## config.mk

```make
export PLATFORM = sky130hd
export DESIGN_NAME = tctrim_cell
export DESIGN_NICKNAME = d
export VERILOG_FILES = /design/src/sv/tctrim_pkg.sv /design/src/sv/tctrim_cell.sv
export SDC_FILE = /design/constraint.sdc
export NUM_CORES = 1
export LEC_CHECK = 0
export BUFFER_PORTS_ARGS = -buffer_cell sky130_fd_sc_hd__buf_4
export CORE_MARGIN = 4
export CORE_UTILIZATION = 40
export DETAILED_ROUTE_END_ITERATION = 8
export PLACE_DENSITY = 0.75
export SETUP_SLACK_MARGIN = 0.02
export SYNTH_ARGS = -nofsm -noshare
export SYNTH_HDL_FRONTEND = slang
export SYNTH_SLANG_ARGS = --single-unit
export TNS_END_PERCENT = 30
```

## constraint.sdc

```tcl
create_clock -name clk_i -period 5.3 [get_ports clk_i]
set_input_delay 0.53 -clock clk_i [delete_from_list [all_inputs] [get_ports clk_i]]
set_output_delay 0.53 -clock clk_i [all_outputs]
set_load 0.005 [all_outputs]
```

## src/sv/tctrim_pkg.sv

```systemverilog
`timescale 1ns / 1ps
`default_nettype none
package tctrim_pkg;

  localparam int NumChannelsDef = 8;
  localparam int CoefsPerChannel = 4;
  localparam int TempW = 7;
  localparam int CoefW = 32;
  localparam int SumW = 40;
  localparam int NumW = 51;
  localparam int DenW = 50;
  localparam int Cells = 17;
  localparam int CurW = 16;

  localparam logic [TempW-1:0] TempNegCap = 7'd45;
  localparam logic [TempW-1:0] TempPosCap = 7'd105;
  localparam logic [SumW-1:0] ZeroGainDiv = 40'd32768;
  localparam int CurShift = 25;

  localparam logic [1:0] SelGainSlope = 2'd0;
  localparam logic [1:0] SelGainBase = 2'd1;
  localparam logic [1:0] SelOffSlope = 2'd2;
  localparam logic [1:0] SelOffBase = 2'd3;

  typedef struct packed {
    logic [NumW-1:0]  rem;
    logic [DenW-1:0]  den;
    logic [Cells-1:0] quo;
    logic             zero;
  } div_t;

endpackage
`default_nettype wire

```

## src/sv/tctrim_cell.sv

```systemverilog
`timescale 1ns / 1ps
`default_nettype none
module tctrim_cell #(
  parameter int Shift = 0
) (
  input  wire logic              clk_i,
  input  wire logic              rst_ni,
  input  wire logic              in_valid_i,
  input  wire tctrim_pkg::div_t  in_data_i,
  output logic                   in_ready_o,
  output logic                   out_valid_o,
  output tctrim_pkg::div_t       out_data_o,
  input  wire logic              out_ready_i
);
  import tctrim_pkg::*;

  logic            v_q;
  div_t            data_q, data_d;
  logic [NumW-1:0] hi, lowmask;
  logic [NumW:0]   diff;
  logic            ge;

  assign in_ready_o  = !v_q || out_ready_i;
  assign out_valid_o = v_q;
  assign out_data_o  = data_q;

  always_comb begin
    hi      = in_data_i.rem >> Shift;
    lowmask = (NumW'(1) << Shift) - NumW'(1);
    diff    = {1'b0, hi} - {2'b00, in_data_i.den};
    ge      = !diff[NumW];
    data_d  = in_data_i;
    data_d.quo = {in_data_i.quo[Cells-2:0], ge};
    if (ge) begin
      data_d.rem = (diff[NumW-1:0] << Shift) | (in_data_i.rem & lowmask);
    end
  end

  always_ff @(posedge clk_i or negedge rst_ni) begin
    if (!rst_ni) begin
      v_q <= 1'b0;
    end else if (in_ready_o) begin
      v_q <= in_valid_i;
    end
  end

  always_ff @(posedge clk_i) begin
    if (in_ready_o) begin
      data_q <= data_d;
    end
  end

endmodule
`default_nettype wire

```

# [After elaboration in Yosys (flattened, before gate mapping)]
# Cells that the tools add are included.
# Widths: inputs -> output; s select.
[totals] ff_bits=120 wordCells=10 input_bits=123 out_inout_bits=121
[op_classes] n_reduce_logical=3 n_addsub=1 n_mux=1
[op_table] operator="$sub 51x50->52" count=1
[op_table] operator="$mux 51" count=1
[op_table] operator="$logic_not 1->1" count=2
[op_table] operator="$logic_or 1x1->1" count=1

# [Depth between registers and ports, before layout]
# Gate-level depths: netlist of the first run.
[depth] ltp_word=2 mapped_depth=14 depth_no_buf=12

# [Least setup slack after synthesis of the first run]
# No wires, ideal clock.
[synth_path] path_kind="input-to-output" startpoint="in out_ready_i" endpoint="out in_ready_o" path_buffers=0 stages=1 path_slack_ns=1.310 arrival_ns=3.460 t_required_ns=4.770 cell_sequence="nand2b_1"
[synth_between] elab_chain_len=1
[synth_rtl] element="start, declared" line="tctrim_cell.sv:13" rtl="input wire logic out_ready_i"
[synth_rtl] element="$logic_or 1x1->1" line="tctrim_cell.sv:23" rtl="assign in_ready_o = !v_q || out_ready_i;"
[synth_rtl] element="end, declared" line="tctrim_cell.sv:10" rtl="output logic in_ready_o,"
# Every way passes these cells.

==> summary.md, run 1 <==
| Metric | Value |
|---|---|
| Reg clk slew, reported paths | about 60 ps |
| Slew @ Worst Pin | 920 ps |
| Hold Path Cell Cnt | 1 |
| Area Overhead vs Synth | 33.0% |
| Worst slew margin | 0.386 |
| Tcrit/Tclk final | 0.706 |
| Reg2reg end | out_data_o[110] |
| Post-Syn Nets | 900 |
| Via count | 6548 |
| Startpoint types | primary input |
| Clk_skew | 6.68 ps |
| R2r setup slk | roughly 3200 ps |
| Synthesized netlist cell count | 726 |
| Skew-Pair Late Insertion Delay | 420 ps |
| Synth cell types | between 60 and 70 |
| Maximum VDD drop | 0.217 mV |
| Most used DFF post-synth | edfxtp_1 |
| Io pins | roughly 240 |
| Power Density | 303 nW/um2 |
| Post-synthesis sequential area ratio | 0.463 |
| Status | finished, final reports clean |
| # diodes | 0 |
| Leak pwr | 4.70 nW |
| Final Max Tran Viols | 0 |
| Worst EP arrival | 3920 ps |
| Worst path cell trace | buf_4 > inv_1 > ha_1 > inv_1 > fa_1 > a211oi_1 > o211ai_1 > a211oi_1 > o22ai_1 > o21a_1 > a31oi_1 > o221ai_1 > mux2_2 |
| Core area | 18900 um2 |
| Slowest cell on crit path | a211oi_1 |
| Final Util | 0.547 |
| CP max FO | 5 |
| Initial Util | 0.411 |
| Slowest stage delay, CP | 480 ps |
| First drt pass iteration count | 5 |
| H-tree depth | 4 |
| Max-cap viol count | 0 |
| F_max | 267 MHz |
| HP Start | in_data_i[10] |
| Drt via density | 5.29 |
| Routed Antenna Nets | 0 |
| # setup viols final | 0 |
| Antenna violations before repair | 0 |
| Mapped Area | 7770 um2 |
| Post-layout net count | between 1k and 1.5k |
| Die W | 147 um |
| Worst EP required | ~5500 ps |
| Vert. Die Dim | between 100 and 150 um |
| Clock Sinks | 120 |
| DRC viols | 0 |
| Sum Neg Setup Slack | 0 ps |
| Kind of end point of the critical path | flop |
| GRT overflow | 0 |
| Largest net degree at the start of global routing | 61 |
| Setup repair after global routing missed its margin | false |
| First-pass GRT wire length | about 34 mm |
| Async SR Flop Fraction | 0.00833 |
| Wirelength per Cell | 17.7 um |
| RR Startpoint | out_valid_o |
| Seq cells post-synth | 120 |
| Clock Path Buffers | 2 |
| Syn Area/Cell | between 10 and 15 um2 |
| Share of cells above drive strength 1 | 0.330 |
| Number of flops mapped to enable cells by yosys | 119 |
| Synthesis Warnings | 0 |
| Final Wtd Congestion | roughly 0.87 |
| Tmin final | about 3700 ps |
| Clock tree root buffer cell | clkbuf_16 |
| Worst Reg-to-Reg Cells | 2 |
| Initial DRC Count | 507 |
| CP Class | in2reg |
| Tot GR Track Use | 0.199 |
| HP Class | in2reg |
| Post CTS Setup Buffer Count | 0 |
| Crit path from | in_data_i[68] |
| Post-DP HPWL | approximately 17 mm |
| Port Buf Inserts | 242 |
| Die footprint | 21700 um2 |
| Row Count | 50 |
| Total wire length | 22.0 mm |
| CTS tree | done |
| Final hold violations | 0 |
| Vias in the first global route | 6460 |
| Total CTS buffers | 17 |
| WHS Endpoint | out_data_o[11] |
[worst max-delay path by stage]
stage | endpoint | slack (ps) | cells past startpoint
after CTS | out_data_o[118] | 1630 | 13
after detailed placement | out_data_o[118] | 1200 | 13
after global routing | out_data_o[112] | 1350 | 14
after floorplan | in_ready_o | 1310 | 1
after global placement | out_data_o[118] | 1180 | 13
final | out_data_o[118] | 1560 | 13
[cell usage in the layout (no fill, tap or decap), types with 17 or more instances in the layout]
cell,count
inv_1,65
edfxtp_1,119
mux2_4,20
o21ai_0,34
nand3_1,21
xnor2_1,25
buf_4,246
a21o_1,35
nand2_1,46
ha_1,50
clkbuf_16,17
a21oi_1,66
nor2_1,29
[logic make-up (layout without fill, tap and decap cells)]
logic type,after synthesis,count (layout),share of synthesized area
AOI/OAI and AO/OA,226,226,0.193
xor gates and xnor gates,37,37,0.0417
adders and majority gates,51,51,0.0831
buffers and inverters,93,345,0.0543
DFF,120,120,0.463
muxes,34,34,0.0584
and+or+nand+nor,165,165,0.107
[timing repair]
item,in CTS,in global routing
resized for setup,0,0
endpoints found under the setup margin,0,0
endpoints found under the hold margin,1,0
hold buffers,1,0
[routing by layer]
metal	GRT usage	part of all wire	vias to the layer above
li1	-	-	3209
met1	0.258	0.44	3085
met2	0.325	0.46	231
met3	0.0601	0.087	23
met4	0.0610	0.015	0
met5	0	0	-
[synth_stat cells (3+ instances only)]
library cell  instances  share of area
and4_1                3         0.0034
nor2b_1               4         0.0032
o31ai_1               8         0.0077
and3_1               16          0.013
o41ai_2               3         0.0063
nor3_1               16          0.010
nand3_1              21          0.014
o21ai_0              34          0.022
and2_1                6         0.0048
mux2i_1               3         0.0039
buf_2                 7         0.0045
nand4_1              11         0.0089
buf_6                 3         0.0043
a211oi_1              9         0.0087
o211ai_1              8         0.0077
nand2b_1              4         0.0032
a211o_1               3         0.0034
a21oi_1              66          0.043
a221o_1               3         0.0039
ha_1                 50          0.081
a31oi_1              14          0.011
mux2_2               11          0.016
nor2_1               29          0.014
o21bai_1             10         0.0097
nand2_1              46          0.022
mux2_4               20          0.039
a21o_1               35          0.034
o21a_1                8         0.0077
inv_1                65          0.031
a21boi_0              4         0.0039
clkbuf_1             14         0.0068
edfxtp_1            119           0.46
xor2_1               12          0.014
xnor2_1              25          0.028
[state kept, by name (all words and copies together), names as in the netlist]
name and count:
out_data_o 119, out_valid_o 1
[worst max-delay path, delay by kind of cell]
family / cells / cell delay (ps)
AOI/OAI and AO/OA: 7 / 2260
adders and majority gates: 2 / 590
muxes: 1 / 300
buffers and inverters: 3 / 230
[layout make-up]
cell class | count | area [um2]
Clock inverter | 14 | 101
Clock buffer | 18 | 439
Fill cell | 1738 | 8560
Inverter | 66 | 253
Multi-Input combinational cell | 513 | 3760
Sequential cell | 120 | 3600
Tap cell | 260 | 325
Timing Repair Buffer | 247 | 1860
[power by group]
part           internal (mW)  total [mW]  switching (mW)
Clock                  0.609        1.07           0.457
Combinational          0.433       0.855           0.422
Sequential              1.19        1.22          0.0302
Total                   2.23        3.14           0.909
[per-stage QoR]
step	power (mW)	setup slack [ps]	hold WS (ps)	instance area, um2	std cells
floorplan	1.73	1310	234	7770	726
global placement	2.07	1180	305	9790	1205
detailed placement	2.09	1200	306	9790	1205
CTS	3.16	1630	261	10300	1238
global route	3.29	1350	262	10300	1238
finish	3.14	1560	281	10300	1238
Note: power is estimated with default switching activity, not from simulation.
==> run 2: changes to the inputs <==
Clock period 5.3 ns to 3.8 ns, I/O delays scaled along.
==> summary.md, run 2 (synthesis results as in run 1) <==
| Metric | Value |
|---|---|
| Status | finished, final reports clean |
| Power Density | ~440 nW/um2 |
| Startpoint types | primary input |
| Commonest non-fill, non-tap cell in the layout | buf_4 |
| Initial DRC Count | a little under 500 |
| Tmin final | 3360 ps |
| Final Max Tran Viols | 0 |
| Sum Neg Setup Slack | 0 ps |
| Skew-Pair Late Insertion Delay | 420 ps |
| Tcrit/Tclk final | 0.884 |
| Setup repair after global routing missed its margin | false |
| Routed Antenna Nets | 0 |
| CTS tree | done |
| GRT overflow | 0 |
| Area Overhead vs Synth | 35.0% |
| Via count | 6601 |
| Post-DP HPWL | about 17 mm |
| Worst slew margin | 0.436 |
| Worst EP required | 3970 ps |
| # fillers | 1699 |
| # diodes | 0 |
| Die W | 147 um |
| DRC viols | 0 |
| Port Buf Inserts | about 240 |
| Clock Sinks | 120 |
| CP Class | in2reg |
| H-tree depth | 4 |
| WHS | 127 ps |
| HP Class | in2reg |
| Total wire length | 22.5 mm |
| Clock Path Buffers | 2 |
| Clock tree root buffer cell | clkbuf_16 |
| CP Buf/Inv Count | 3 |
| Clk_skew | 7.94 ps |
| Die footprint | 21700 um2 |
| Reg clk slew, reported paths | 60 ps |
| Leak pwr | 4.79 nW |
| F_max | 298 MHz |
| # setup viols final | 0 |
| Row Count | 50 |
| Max FFs per register | 119 |
| Final Wtd Congestion | 0.915 |
| Worst EP arrival | about 3500 ps |
| Post-layout net count | 1148 |
| Tot GR Track Use | 0.205 |
| Worst path cell trace | buf_4 > inv_1 > ha_1 > inv_1 > fa_1 > a211oi_1 > o211ai_1 > a211oi_1 > o22ai_1 > o21a_1 > a31oi_1 > o221ai_1 > mux2_2 |
| Total CTS buffers | 17 |
| Vias in the first global route | approximately 7k |
| CP max FO | 5 |
| Io pins | 244 |
| Initial Util | 0.411 |
| Maximum VDD drop | 0.313 mV |
| R2r setup slk | 2030 ps |
| First-pass GRT wire length | 35.5 mm |
| Final hold violations | 0 |
| First drt pass iteration count | 5 |
| Drt via density | 5.29 |
| Slowest cell on crit path | a211oi_1 |
| Share of cells above drive strength 1 | 0.336 |
| Slowest stage delay, CP | about 480 ps |
| Slew @ Worst Pin | 846 ps |
| Wirelength per Cell | between 15 and 20 um |
| Largest net degree at the start of global routing | 57 |
| Max-cap viol count | 0 |
| Kind of end point of the critical path | flop |
| Design Power | between 4 and 5 mW |
| Most frequent cells in the layout | buf_4 (254), edfxtp_1 (119), a21oi_1 (66) |
| Delay-heaviest family, CP | compound AO/OA/AOI/OAI gates |
| Antenna violations before repair | 0 |
| Vert. Die Dim | 147 um |
| Core area | roughly 19000 um2 |
run 2: cell type report:
cell class              instances  area [um2]  area share
clock inverters                15         191      0.0182
multi-input cells             513        3760       0.359
clock buffers                  17         425      0.0405
inverters                      66         253      0.0241
well taps                     260         325      0.0310
flip-flops and latches        120        3600       0.343
repair buffers                256        1940       0.185
run 2: routing by layer:
metal	vias to the layer above	routed length [um]	track usage
li1	3227	-	-
met1	3077	9660	0.257
met2	255	10400	0.332
met3	42	2000	0.0760
met4	0	451	0.0634
met5	-	0	0
run 2: metrics by stage:
step           instance area, um2  instances  worst slack [ps]  utilization
5_1_grt                     10500       1247               344        0.555
2_1_floorplan                7770        726               653            -
6_report                    10500       1247               442        0.555
4_1_cts                     10500       1247               547        0.555
3_5_place_dp                 9870       1214               106        0.522
3_3_place_gp                 9870       1214               175        0.522
run 2: power by group:
| group | internal (mW) | switching, mW | total, mW |
|---|---|---|---|
| Sequential | 1.65 | 0.0425 | 1.70 |
| Combinational | 0.616 | 0.596 | 1.21 |
| Clock | 1.05 | 0.658 | 1.70 |
run 2: worst register-to-register path, stage by stage, from the launching register on:
cell and delay [ps]:
dfrtp_1 410, nand2b_4 620, buf_12 390
run 2: what timing repair did:
| item | 4_1_cts | 5_1_grt |
|---|---|---|
| gates resized for setup | 0 | 0 |
| buffers inserted | 0 | 0 |
| hold buffers | 1 | 0 |
| endpoints found under the setup margin | 0 | 0 |
| endpoints found under the hold margin | 1 | 0 |
run 2: final timing paths:
check                              start         endpoint  cells after the start
setup / recovery           in_data_i[68]  out_data_o[118]                     13
hold / removal              in_data_i[4]    out_data_o[5]                      1
setup reg to reg             out_valid_o   out_data_o[42]                      2
hold reg to reg              out_valid_o      out_valid_o                      2
max in group asynchronous         rst_ni      out_valid_o                      2
min in group asynchronous         rst_ni      out_valid_o                      2
