==> config.mk <==
export PLATFORM = sky130hd
export DESIGN_NAME = tctrim_ram
export DESIGN_NICKNAME = d
export VERILOG_FILES = /design/src/sv/tctrim_ram.sv
export SDC_FILE = /design/constraint.sdc
export NUM_CORES = 1
export LEC_CHECK = 0
export BUFFER_PORTS_ARGS = -buffer_cell sky130_fd_sc_hd__buf_2
export CORE_MARGIN = 2
export CORE_UTILIZATION = 35
export CTS_CLUSTER_DIAMETER = 50
export CTS_CLUSTER_SIZE = 30
export DETAILED_ROUTE_END_ITERATION = 10
export PLACE_DENSITY = 0.61
export SLEW_MARGIN = 25
export SYNTH_ARGS = -nofsm -noshare
export SYNTH_HDL_FRONTEND = slang
export SYNTH_SLANG_ARGS = --single-unit
==> constraint.sdc <==
create_clock -name clk_i -period 5.05 [get_ports clk_i]
set_input_delay 1.01 -clock clk_i [delete_from_list [all_inputs] [get_ports clk_i]]
set_output_delay 1.01 -clock clk_i [all_outputs]
set_load 0.05 [all_outputs]
==> src/sv/tctrim_ram.sv <==
`timescale 1ns / 1ps
`default_nettype none
module tctrim_ram #(
  parameter int Width = 32,
  parameter int Depth = 8,
  localparam int Aw = (Depth > 1) ? $clog2(Depth) : 1
) (
  input  wire logic             clk_i,
  input  wire logic             we_i,
  input  wire logic [Aw-1:0]    waddr_i,
  input  wire logic [Width-1:0] wdata_i,
  input  wire logic             re_i,
  input  wire logic [Aw-1:0]    raddr_i,
  output logic      [Width-1:0] rdata_o
);

  logic [Width-1:0] mem [Depth];

  always_ff @(posedge clk_i) begin
    if (we_i) begin
      mem[waddr_i] <= wdata_i;
    end
    if (re_i) begin
      rdata_o <= mem[raddr_i];
    end
  end

endmodule
`default_nettype wire

Yosys cells after proc, flatten, opt, wreduce, memory -nomap -nowiden. Memories as Yosys holds them, arrays and structs flattened. A register that Yosys moved wholly into a read port is not among the register bits. Index checks and enable logic that the tools add are counted.

Memories: 1. Register bits: 0. Input bits: 41. Bits in writable memories: 256. Output and inout bits: 32. Logic and storage cells: 3.

Memory list: mem (words 8, width 32, read ports 1, clocked after memory_dff 1, write ports 1, RTL line 17) `logic [Width-1:0] mem [Depth];`.

Multiplexer cells: 2.

Operator list (count): two-way mux 1 bit (2).

Depth between registers and ports, before layout. Gate-level depths: netlist of run 1.

Word-level depth: 2. Depth in mapped cells: 4. Depth with buffers taken out: 2.

Least setup slack after synthesis of run 1. OpenSTA, ideal clock, no wires.

Kind: input-to-reg. Start: input waddr_i[2]. End: memory mem[0][0] (enable). Stages on the path: 2. Slack: 1193 ps. Arrival: 3396 ps. Cells stage by stage: nand2b_1 > nor3_1.

RTL lines: start: declaration (RTL line 10) `input wire logic [Aw-1:0] waddr_i,`; end: declaration (RTL line 17).

Straight into the memory's write port.

==> flow_summary.rst, run 1 <==
.. list-table::
   :header-rows: 1

   * - Metric
     - Value
   * - Cell row count
     - 64
   * - Global-route usage over all layers
     - 12.5%
   * - Critical path start-end classification
     - primary input to flip-flop
   * - Final Max Tran Viols
     - 0
   * - Worst reg2reg path startpoint
     - mem[3][25]
   * - Non-Filler Instances
     - 918
   * - Final HPWL from detailed placement
     - 11,200 µm
   * - Hold buffers post-CTS
     - 0
   * - Peak supply drop
     - 194 µV
   * - Capture point of the worst reg-to-reg path
     - rdata_o[25]
   * - Number of placed I/O pins
     - 73
   * - Final Instance Area
     - 12,400 µm²
   * - Total of warnings raised by yosys
     - 0
   * - Final period util
     - 50.5%
   * - Number of CTS-inserted buffers
     - 22
   * - Post_cts resized
     - 0
   * - Chain of cells forming the critical path
     - buf_4, buf_4, mux4_1, mux2_2
   * - Post-synthesis instance total
     - 415
   * - CTS sink cnt
     - 288
   * - Total number of H-tree levels
     - 1
   * - Hold Crit Depth
     - 2
   * - Share of total power consumed by net switching
     - 22.0%
   * - Power density over the cells
     - 383 nW/µm²
   * - Post-synthesis net count
     - 456
   * - Number of global-route vias before repair
     - 4,944
   * - Max Root-Sink Buffers
     - 3
   * - Slew Limit Headroom
     - 33.4%
   * - Reported max-cap violation count
     - 0
   * - Via count
     - 4,534
   * - Worst Hold Endpoint
     - rdata_o[11]
   * - Detailed-route wire length
     - 20,100 µm
   * - Clock network power share
     - 35.5%
   * - Run status
     - complete, no violations
   * - Initial core utilization
     - 35.4%
   * - Pin slew with the least headroom to its limit
     - 0.997 ns
   * - Distinct cell type count after synthesis
     - 12
   * - CP dominant cell by count
     - buf_4
   * - Unrepaired setup endpoints after global routing
     - no
   * - Maximum fanout along the worst path
     - 34
   * - Hold Fails Final Rpt
     - 0
   * - Average detailed-routed wire length per instance
     - 21.9 µm
   * - Leftover overflow at the end of global routing
     - 0
   * - Kind of capture point of the worst setup path
     - flip-flop
   * - Post-place instance area
     - 11,700 µm²
   * - First DRT Iteration DRCs
     - 399
   * - Startpoint type of the worst setup path
     - primary input
   * - Maximum number of pins on one net before global-route repair
     - 37
   * - Buffer and inverter count on the worst path
     - 2
   * - Antenna violations before repair
     - 2
   * - # nets final
     - 547
   * - Sequential element share of the synthesized area
     - 80.2%
   * - Clock latency reported for the late side of the worst-skew pair
     - 0.52 ns
   * - Floorplan Core Area
     - 30,400 µm²
   * - Setup clock skew after layout
     - 0.0169 ns
   * - Path depth of the worst reg2reg path
     - 2
   * - Leakage power
     - 4.05 nW
   * - Source of the worst hold timing path
     - mem[2][11]
   * - Endpoint arrival time on the critical path
     - 2.82 ns
   * - Hold crit path type
     - flip-flop to flip-flop
   * - Switching power summed over all nets
     - 1.04 mW
   * - Most common cell after layout, fill and taps aside
     - edfxtp_1
   * - Number of I/O port buffers
     - 72
   * - Wire length of the first global-routing pass
     - 30,600 µm
   * - Synthesized area
     - 10,800 µm²
   * - First drt pass iteration count
     - 4
   * - Final weighted congestion in routability-driven placement
     - 0.634
   * - Clock period minus final worst setup slack
     - 2.55 ns
   * - Power Internal
     - 3.70 mW
   * - Remaining design rule violation count
     - 0
   * - Top delay family on crit path
     - buffers and inverters
   * - Gate power share
     - 6.6%
   * - Post-Place Cells
     - 878
   * - Delay of the slowest cell on the worst path
     - 0.60 ns
   * - Setup-failing EPs final
     - 0
   * - Y dimension of the die
     - 180 µm
   * - Number of storage elements in the synthesis netlist
     - 288
   * - Syn avg cell area
     - 26.0 µm²
   * - Fmax
     - 0.392 GHz
   * - Post-CTS Setup Inserts
     - 0
   * - Total power after layout
     - 4.74 mW
   * - Die ar.
     - 32,200 µm²
   * - TritonCTS clock tree
     - yes
   * - Fraction of layout instances using a drive strength above 1
     - 35.7%
   * - Reg2reg setup slack
     - 3.63 ns
   * - Clock tree root buffer cell
     - clkbuf_16
   * - Share of power burned in registers
     - 57.9%
   * - Fin Setup TNS
     - 0 ns
   * - Register clock-pin slew on the reported worst setup and hold paths
     - 0.07 ns
   * - Fillers
     - 2,663
   * - Data required time at the worst endpoint
     - 5.32 ns
   * - Top library cells by usage in the layout, fill and taps aside
     - edfxtp_1, buf_2, mux4_1, mux2_2, mux4_2
   * - Horizontal die dimension
     - 180 µm
   * - Critical Path Slowest Stage Cell
     - mux4_1
   * - Vias per inst
     - 4.94
   * - Count of nets left with antenna violations after detail routing
     - 0
   * - Area added between synthesis and finish
     - 14.8%
kinds of logic after synthesis:
family	share of synthesized area [%]
buf+inv	1.18
flops	80.2
mux	18.1
simple gates	0.545
through the flow:
stage	util, %	hold WS [ns]	worst slack [ns]
3_3_place_gp	38.4	0.724	1.96
5_1_grt	40.7	0.753	2.39
6_report	40.7	0.741	2.50
2_1_floorplan	-	0.716	1.19
3_5_place_dp	38.4	0.736	1.93
4_1_cts	40.7	0.733	2.49
cell type report:
type,instances,area (µm²),area share (%)
Sequential cell,288,8650,69.8
Multi-Input combinational cell,109,2070,16.7
Clock buffer,24,579,4.68
Tap cell,396,495,4.00
Timing Repair Buffer,85,465,3.76
Clock inverter,15,123,0.990
Antenna cell,1,2.50,0.0202
power groups by stage:
stage	logic [mW]	clock network [mW]	registers [mW]
after floorplan	0.137	0	2.87
after global placement	0.312	0	2.80
after detailed placement	0.319	0	2.81
after CTS	0.320	1.73	2.75
after global routing	0.336	1.82	2.76
final	0.314	1.68	2.75
routing by layer:
| metal | part of all wire [%] | global-route usage (%) |
|---|---|---|
| met5 | 0.035 | 0 |
| met4 | 1.7 | 2.41 |
| met3 | 4.2 | 2.47 |
| met2 | 54 | 23.2 |
| met1 | 40 | 15.2 |
Yosys cell counts:
| cell type | number | area (µm²) |
|---|---|---|
| mux2_2 | 32 | 360 |
| buf_6 | 7 | 78.8 |
| clkbuf_1 | 1 | 3.75 |
| nor2_1 | 6 | 22.5 |
| buf_2 | 6 | 30.0 |
| mux4_2 | 24 | 541 |
| edfxtp_1 | 288 | 8650 |
| nand2b_1 | 3 | 18.8 |
| nor3_1 | 2 | 10.0 |
| nand2_1 | 2 | 7.51 |
| buf_1 | 4 | 15.0 |
| mux4_1 | 40 | 1050 |
how the worst max path moves through the flow:
stage                from  slack (ns)     endpoint  depth (start not counted)
6_report       raddr_i[0]        2.50  rdata_o[14]                          4
5_1_grt        raddr_i[0]        2.39  rdata_o[14]                          4
4_1_cts        raddr_i[0]        2.49  rdata_o[14]                          4
3_5_place_dp   raddr_i[0]        1.93  rdata_o[14]                          4
3_3_place_gp   raddr_i[0]        1.96   rdata_o[4]                          4
2_1_floorplan  waddr_i[2]        1.19    mem[0][0]                          2
state kept, by name, summed over array words and instances, names as in the netlist:
register	cells
mem	256
rdata_o	32
worst min-delay path: cells and delay by family, from the launching register on:
kind | cells | cell delay, ns
flops | 1 | 0.32
mux | 2 | 0.33
(Power assumes the default switching activity.)
==> inputs of run 2 (changes only) <==
- PLACE_DENSITY: 0.61 -> 0.63
- clock period: 5.05 -> 2.2 ns (I/O delays scaled with it)
==> run 2 against run 1 <==
Sequential power rose by 130%. First-iteration DRC count fell by 12%. Critical endpoint is now rdata_o[5]. Critical path depth decreased by 3. Sequential cell count did not move. Clock power grew 150%. Total power up 140%. Sequential share of layout area is 1.5 points lower.
==> flow_summary.rst, run 2 (synthesis gave the netlist of run 1 again) <==
.. list-table::
   :header-rows: 1

   * - Metric
     - Value
   * - Antenna violations before repair
     - 3 (+1)
   * - Endpoint arrival time on the critical path
     - 1.20 ns (-1.62 ns)
   * - Reported max-cap violation count
     - 0 (unchanged)
   * - Detailed-route wire length
     - 20,300 µm (+0.89%)
   * - Critical Path Slowest Stage Cell
     - edfxtp_1
   * - Final Max Tran Viols
     - 0 (unchanged)
   * - Average detailed-routed wire length per instance
     - 22.0 µm (+0.13%)
   * - Run status
     - complete, no violations
   * - Initial core utilization
     - 35.4% (unchanged)
   * - First drt pass iteration count
     - 4 (unchanged)
   * - Number of CTS-inserted buffers
     - 23 (+4.5%)
   * - Total number of H-tree levels
     - 1 (unchanged)
   * - Number of placed I/O pins
     - 73 (unchanged)
   * - Cell row count
     - 64 (unchanged)
   * - TritonCTS clock tree
     - yes
   * - Die ar.
     - 32,200 µm² (unchanged)
   * - Floorplan Core Area
     - 30,400 µm² (unchanged)
   * - Share of total power consumed by net switching
     - 22.7% (+0.69 points)
   * - CTS sink cnt
     - 288 (unchanged)
   * - Hold buffers post-CTS
     - 0 (unchanged)
   * - Pre-CTS setup slack
     - 0.217 ns (-1.72 ns)
   * - Leakage power
     - 4.17 nW (+3.0%)
   * - Number of global-route vias before repair
     - 4,809 (-2.7%)
   * - Register clock-pin slew on the reported worst setup and hold paths
     - 0.08 ns (about the same)
   * - Y dimension of the die
     - 180 µm (unchanged)
   * - Buffer and inverter count on the worst path
     - 1 (-1)
   * - Power density over the cells
     - 890 nW/µm² (+130%)
   * - Max Root-Sink Buffers
     - 3 (unchanged)
   * - Maximum fanout along the worst path
     - 1 (-97%)
   * - Setup clock skew after layout
     - 0.00854 ns (-0.00839 ns)
   * - Gate power share
     - 6.7% (about the same)
   * - Global-route usage over all layers
     - 12.5% (-0.018 points)
   * - Most flops, register
     - mem
   * - Non-Filler Instances
     - 925 (+0.76%)
   * - Share of power burned in registers
     - 56.1% (-1.8 points)
   * - Hold crit path type
     - primary input to flip-flop
   * - Remaining design rule violation count
     - 0 (unchanged)
   * - Kind of capture point of the worst setup path
     - output port
   * - Slew Limit Headroom
     - 71.6% (+38 points)
   * - Fraction of layout instances using a drive strength above 1
     - 36.6% (+0.85 points)
   * - Total power after layout
     - 11.3 mW (+140%)
   * - Biggest registers after layout
     - mem (256), rdata_o (32)
   * - Switching power summed over all nets
     - 2.56 mW (+140%)
   * - Fmax
     - 0.611 GHz
   * - Vias per inst
     - 4.94 (about the same)
   * - Hold Fails Final Rpt
     - 0 (unchanged)
   * - Critical path start-end classification
     - flip-flop to output port
   * - Worst Slack Setup Final
     - 0.562 ns (-1.94 ns)
   * - Clock tree root buffer cell
     - clkbuf_16
   * - Top delay family on crit path
     - flip-flops
   * - Pin slew with the least headroom to its limit
     - 0.426 ns (-0.571 ns)
   * - Post-Place Cells
     - 883 (+0.57%)
   * - Clock network power share
     - 37.3% (+1.8 points)
   * - Final period util
     - 74.4%
   * - Most common cell after layout, fill and taps aside
     - edfxtp_1
   * - Setup-failing EPs final
     - 0 (unchanged)
   * - Clock period minus final worst setup slack
     - 1.64 ns
   * - Chain of cells forming the critical path
     - buf_2
   * - Horizontal die dimension
     - 180 µm (unchanged)
   * - Power Internal
     - 8.71 mW (+140%)
   * - Post-CTS Setup Inserts
     - 0 (unchanged)
   * - Data required time at the worst endpoint
     - 1.76 ns (-3.56 ns)
   * - Via count
     - 4,571 (+0.82%)
   * - Core Util, Final
     - 41.6% (+0.88 points)
   * - Maximum number of pins on one net before global-route repair
     - 65 (+76%)
   * - Final weighted congestion in routability-driven placement
     - 0.672 (+5.9%)
   * - First DRT Iteration DRCs
     - 353 (-12%)
   * - Peak supply drop
     - 676 µV (+250%)
   * - Unrepaired setup endpoints after global routing
     - no
   * - Post_cts resized
     - 0 (unchanged)
   * - # nets final
     - 553 (+1.1%)
   * - Delay of the slowest cell on the worst path
     - 0.39 ns (-0.21 ns)
   * - Startpoint type of the worst setup path
     - flip-flop
   * - Top library cells by usage in the layout, fill and taps aside
     - edfxtp_1, buf_2, mux4_1, mux2_2, mux4_2
   * - Area added between synthesis and finish
     - 17.3%
   * - Final HPWL from detailed placement
     - 11,100 µm (-1.3%)
   * - Clock latency reported for the late side of the worst-skew pair
     - 0.53 ns (about the same)
   * - Number of I/O port buffers
     - 72 (unchanged)
   * - Flip-flop count of the largest register, all copies and words added
     - 256 (unchanged)
   * - Wire length of the first global-routing pass
     - 30,300 µm (-1.1%)
   * - Leftover overflow at the end of global routing
     - 0 (unchanged)
   * - Count of nets left with antenna violations after detail routing
     - 0 (unchanged)
-- run 2: cell count changes in the layout (fill, tap and decap cells not counted), sizes merged --
cell and delta:
buf +5, clkinvlp -4, inv +4, clkinv +2, bufinv +1, clkbuf -1
-- run 2: power by group through the flow --
| stage | clock network [mW] | registers, mW | logic (mW) |
|---|---|---|---|
| 2_1_floorplan | 0 | 6.59 | 0.315 |
| 5_1_grt | 4.52 | 6.33 | 0.799 |
| 3_3_place_gp | 0 | 6.43 | 0.741 |
| 6_report | 4.20 | 6.31 | 0.750 |
| 4_1_cts | 4.29 | 6.32 | 0.765 |
| 3_5_place_dp | 0 | 6.44 | 0.763 |
-- run 2: area by class of cell --
cell class	instances	area [µm²]
multi-input combinational	109	2080
clock inverter	18	206
sequential	288	8650
clock buffer	23	576
antenna	1	2.50
tap	396	495
fill	2618	17800
timing repair buffer	90	648
-- run 2: routing by layer --
layer / share of wire (%) / global-route usage (%)
met1: 41 / 15.3
met2: 53 / 22.9
met3: 3.6 / 2.47
met4: 1.8 / 2.76
met5: 0.10 / 0
-- run 2: final timing paths --
check / startpoint / to / slack, ns / cells past startpoint
max: rdata_o[5] / rdata_o[5] / 0.56 / 1
min: wdata_i[24] / mem[1][24] / 0.17 / 1
max reg2reg: mem[2][15] / rdata_o[15] / 0.76 / 2
min reg2reg: mem[7][26] / rdata_o[26] / 0.75 / 2
-- run 2: stage by stage --
step                TNS, ns  area [µm²]  hold WS, ns
finish                    0       12700        0.171
floorplan            -36.64       10800        0.539
detailed placement        0       11900        0.710
global route              0       12700        0.163
global placement          0       11900        0.693
CTS                       0       12700        0.152
==> inputs of run 3 (changes only) <==
- clock period: 2.2 -> 1.5 ns (I/O delays scaled with it)
==> run 3 against run 2 <==
Core utilization grew 1.2 points. Sequential power up 47%. First-iteration DRC count decreased by 14%. Total power grew 57%. Hold slack got worse by 0.14 ns. Non-clock buffer count grew 19. Worst setup slack lost 0.55 ns. Clock skew rose by 0.0075 ns. Critical endpoint is now rdata_o[31].
==> flow_summary.rst, run 3 (synthesis gave the netlist of run 1 again) <==
.. list-table::
   :header-rows: 1

   * - Metric
     - Value
   * - Run status
     - complete, no violations
   * - Leftover overflow at the end of global routing
     - 0 (unchanged)
   * - Fraction of layout instances using a drive strength above 1
     - 46.8% (+10 points)
   * - Data required time at the worst endpoint
     - 1.20 ns (-0.56 ns)
   * - Slew Limit Headroom
     - 81.7% (+10 points)
   * - Pre-CTS setup slack
     - -0.312 ns (-0.529 ns)
   * - CTS sink cnt
     - 288 (unchanged)
   * - Flip-flop count of the largest register, all copies and words added
     - 256 (unchanged)
   * - Number of I/O port buffers
     - 72 (unchanged)
   * - Core Util, Final
     - 42.8% (+1.2 points)
   * - Unrepaired setup endpoints after global routing
     - yes
   * - Path depth of the worst reg2reg path
     - 2 (unchanged)
   * - Die ar.
     - 32,200 µm² (unchanged)
   * - Clock tree root buffer cell
     - clkbuf_16
   * - Via count
     - 4,623 (+1.1%)
   * - Area taken by flip-flops and latches
     - 8650 µm² (unchanged)
   * - Global-route usage over all layers
     - 12.7% (+0.24 points)
   * - Reg2reg setup slack
     - 0.05 ns (-0.71 ns)
   * - Area occupied by multi-input gates
     - 1970 µm² (-5.4%)
   * - Initial core utilization
     - 35.4% (unchanged)
   * - Final period util
     - 99.0%
   * - Final HPWL from detailed placement
     - 12,800 µm (+16%)
   * - Number of placed I/O pins
     - 73 (unchanged)
   * - Number of global-route vias before repair
     - 5,004 (+4.1%)
   * - Most flops, register
     - mem
   * - Delay of the slowest cell on the worst path
     - 0.46 ns (+0.07 ns)
   * - Startpoint type of the worst setup path
     - flip-flop
   * - Maximum number of pins on one net before global-route repair
     - 27 (-58%)
   * - Total number of H-tree levels
     - 1 (unchanged)
   * - Detailed-route wire length
     - 20,900 µm (+2.9%)
   * - Final weighted congestion in routability-driven placement
     - 0.680 (+1.3%)
   * - Switching power summed over all nets
     - 3.99 mW (+56%)
   * - Average detailed-routed wire length per instance
     - 21.9 µm (-0.13%)
   * - Max Root-Sink Buffers
     - 3 (unchanged)
   * - Share of total power consumed by net switching
     - 22.5% (-0.16 points)
   * - TritonCTS clock tree
     - yes
   * - Clock period minus final worst setup slack
     - 1.49 ns
   * - Kind of capture point of the worst setup path
     - output port
   * - First drt pass iteration count
     - 6 (+2)
   * - Vias per inst
     - 4.85 (-1.8%)
   * - Reported max-cap violation count
     - 0 (unchanged)
   * - # nets final
     - 575 (+4.0%)
   * - Setup clock skew after layout
     - 0.0161 ns (+0.00752 ns)
   * - Post-Place Cells
     - 902 (+2.2%)
   * - Floorplan Core Area
     - 30,400 µm² (unchanged)
   * - Most common cell after layout, fill and taps aside
     - edfxtp_1
   * - Setup-failing EPs final
     - 0 (unchanged)
   * - Worst Setup EP
     - rdata_o[31]
   * - Total power after layout
     - 17.7 mW (+57%)
   * - Top library cells by usage in the layout, fill and taps aside
     - edfxtp_1, buf_2, mux4_2, mux2_2, clkbuf_16
   * - Clock network power share
     - 40.8% (+3.5 points)
   * - Endpoint arrival time on the critical path
     - 1.19 ns (about the same)
   * - First DRT Iteration DRCs
     - 303 (-14%)
   * - Pin slew with the least headroom to its limit
     - 0.274 ns (-0.152 ns)
   * - Clock latency reported for the late side of the worst-skew pair
     - 0.53 ns (about the same)
   * - Fillers
     - 2,570 (-1.8%)
   * - Source of the worst hold timing path
     - wdata_i[24]
   * - Register clock-pin slew on the reported worst setup and hold paths
     - 0.08 ns (about the same)
   * - Critical path start-end classification
     - flip-flop to output port
   * - Antenna violations before repair
     - 3 (unchanged)
   * - Number of stages on the worst setup path
     - 1 (unchanged)
   * - Fin Setup TNS
     - 0 ns (unchanged)
   * - Chain of cells forming the critical path
     - buf_6
   * - Maximum fanout along the worst path
     - 1 (unchanged)
   * - Biggest registers after layout
     - mem (256), rdata_o (32)
   * - Post-CTS Setup Inserts
     - 0 (unchanged)
   * - Worst setup path startpoint
     - rdata_o[31]
   * - Cell row count
     - 64 (unchanged)
   * - Critical Path Slowest Stage Cell
     - edfxtp_1
   * - Hold crit path type
     - primary input to flip-flop
   * - Hold Fails Final Rpt
     - 0 (unchanged)
   * - Number of CTS-inserted buffers
     - 26 (+13%)
   * - Capture point of the worst reg-to-reg path
     - rdata_o[1]
   * - Horizontal die dimension
     - 180 µm (unchanged)
   * - Leakage power
     - 4.25 nW (+1.8%)
   * - Y dimension of the die
     - 180 µm (unchanged)
   * - Fmax
     - 0.673 GHz
   * - Count of nets left with antenna violations after detail routing
     - 0 (unchanged)
   * - Area added between synthesis and finish
     - 20.6%
   * - Non-Filler Instances
     - 953 (+3.0%)
   * - Worst Slack Setup Final
     - 0.0148 ns (-0.548 ns)
   * - Gate power share
     - 6.8% (about the same)
   * - Peak supply drop
     - 775 µV (+15%)
   * - Share of power burned in registers
     - 52.4% (-3.7 points)
   * - Power Internal
     - 13.7 mW (+57%)
   * - Wire length of the first global-routing pass
     - 31,200 µm (+2.9%)
   * - Buffer and inverter count on the worst path
     - 1 (unchanged)
   * - Worst reg2reg path startpoint
     - mem[1][1]
   * - Top delay family on crit path
     - flip-flops
   * - Remaining design rule violation count
     - 0 (unchanged)
   * - Final Max Tran Viols
     - 0 (unchanged)
   * - Power density over the cells
     - 1360 nW/µm² (+53%)
[run 3: cell count changes in the layout (fill, tap and decap cells not counted), moves of 2 or more]
| cell | delta |
|---|---|
| mux4_1 | -36 |
| inv_6 | +2 |
| clkbuf_16 | +4 |
| buf_6 | +3 |
| clkinv_1 | -2 |
| clkinv_8 | +2 |
| mux4_2 | +36 |
| buf_12 | +8 |
| buf_2 | -8 |
| buf_4 | +15 |
| clkinvlp_4 | +3 |
| diode_2 | +2 |
| clkinv_4 | -2 |
| bufinv_16 | +2 |
[run 3: timing repair]
| action | in CTS | in global routing |
|---|---|---|
| pin swaps | 0 | 0 |
| hold buffers | 0 | 0 |
| gates cloned | 0 | 0 |
| resized for setup | 5 | 8 |
| endpoints found under the setup margin | 3 | 6 |
[run 3: routing by layer]
| metal | wire [µm] | part of all wire (%) | track usage [%] |
|---|---|---|---|
| met1 | 8630 | 41 | 16.2 |
| met2 | 10900 | 52 | 22.5 |
| met3 | 987 | 4.7 | 2.71 |
| met4 | 408 | 2.0 | 2.89 |
| met5 | 7 | 0.033 | 0 |
[run 3: worst min-delay path by stage]
stage / cells after the start / to / slack [ns]
after floorplan: 0 / mem[0][0] / 0.40
after global placement: 1 / mem[2][21] / 0.55
after detailed placement: 1 / mem[5][26] / 0.57
after CTS: 1 / mem[5][26] / 0.003
after global routing: 1 / mem[7][18] / 0.02
final: 1 / mem[7][24] / 0.03
[run 3: stage by stage]
stage / instance area (µm²) / hold WS [ns]
after CTS: 13000 / 0.00251
final: 13000 / 0.0330
after detailed placement: 12000 / 0.568
after floorplan: 10800 / 0.399
after global routing: 13000 / 0.0222
after global placement: 12000 / 0.553
[run 3: area by class of cell]
class                      count  share of cell area [%]
timing repair buffer         109                    7.09
multi-input combinational    109                    15.1
clock buffer                  27                    5.19
clock inverter                21                    2.29
sequential                   288                    66.5
tap                          396                    3.81
antenna                        3                  0.0577
[run 3: power by group through the flow]
stage	clock network, mW	registers, mW	logic [mW]
2_1_floorplan	0	9.67	0.517
6_report	7.22	9.26	1.20
5_1_grt	7.68	9.29	1.28
3_3_place_gp	0	9.42	1.18
3_5_place_dp	0	9.45	1.21
4_1_cts	7.38	9.27	1.22
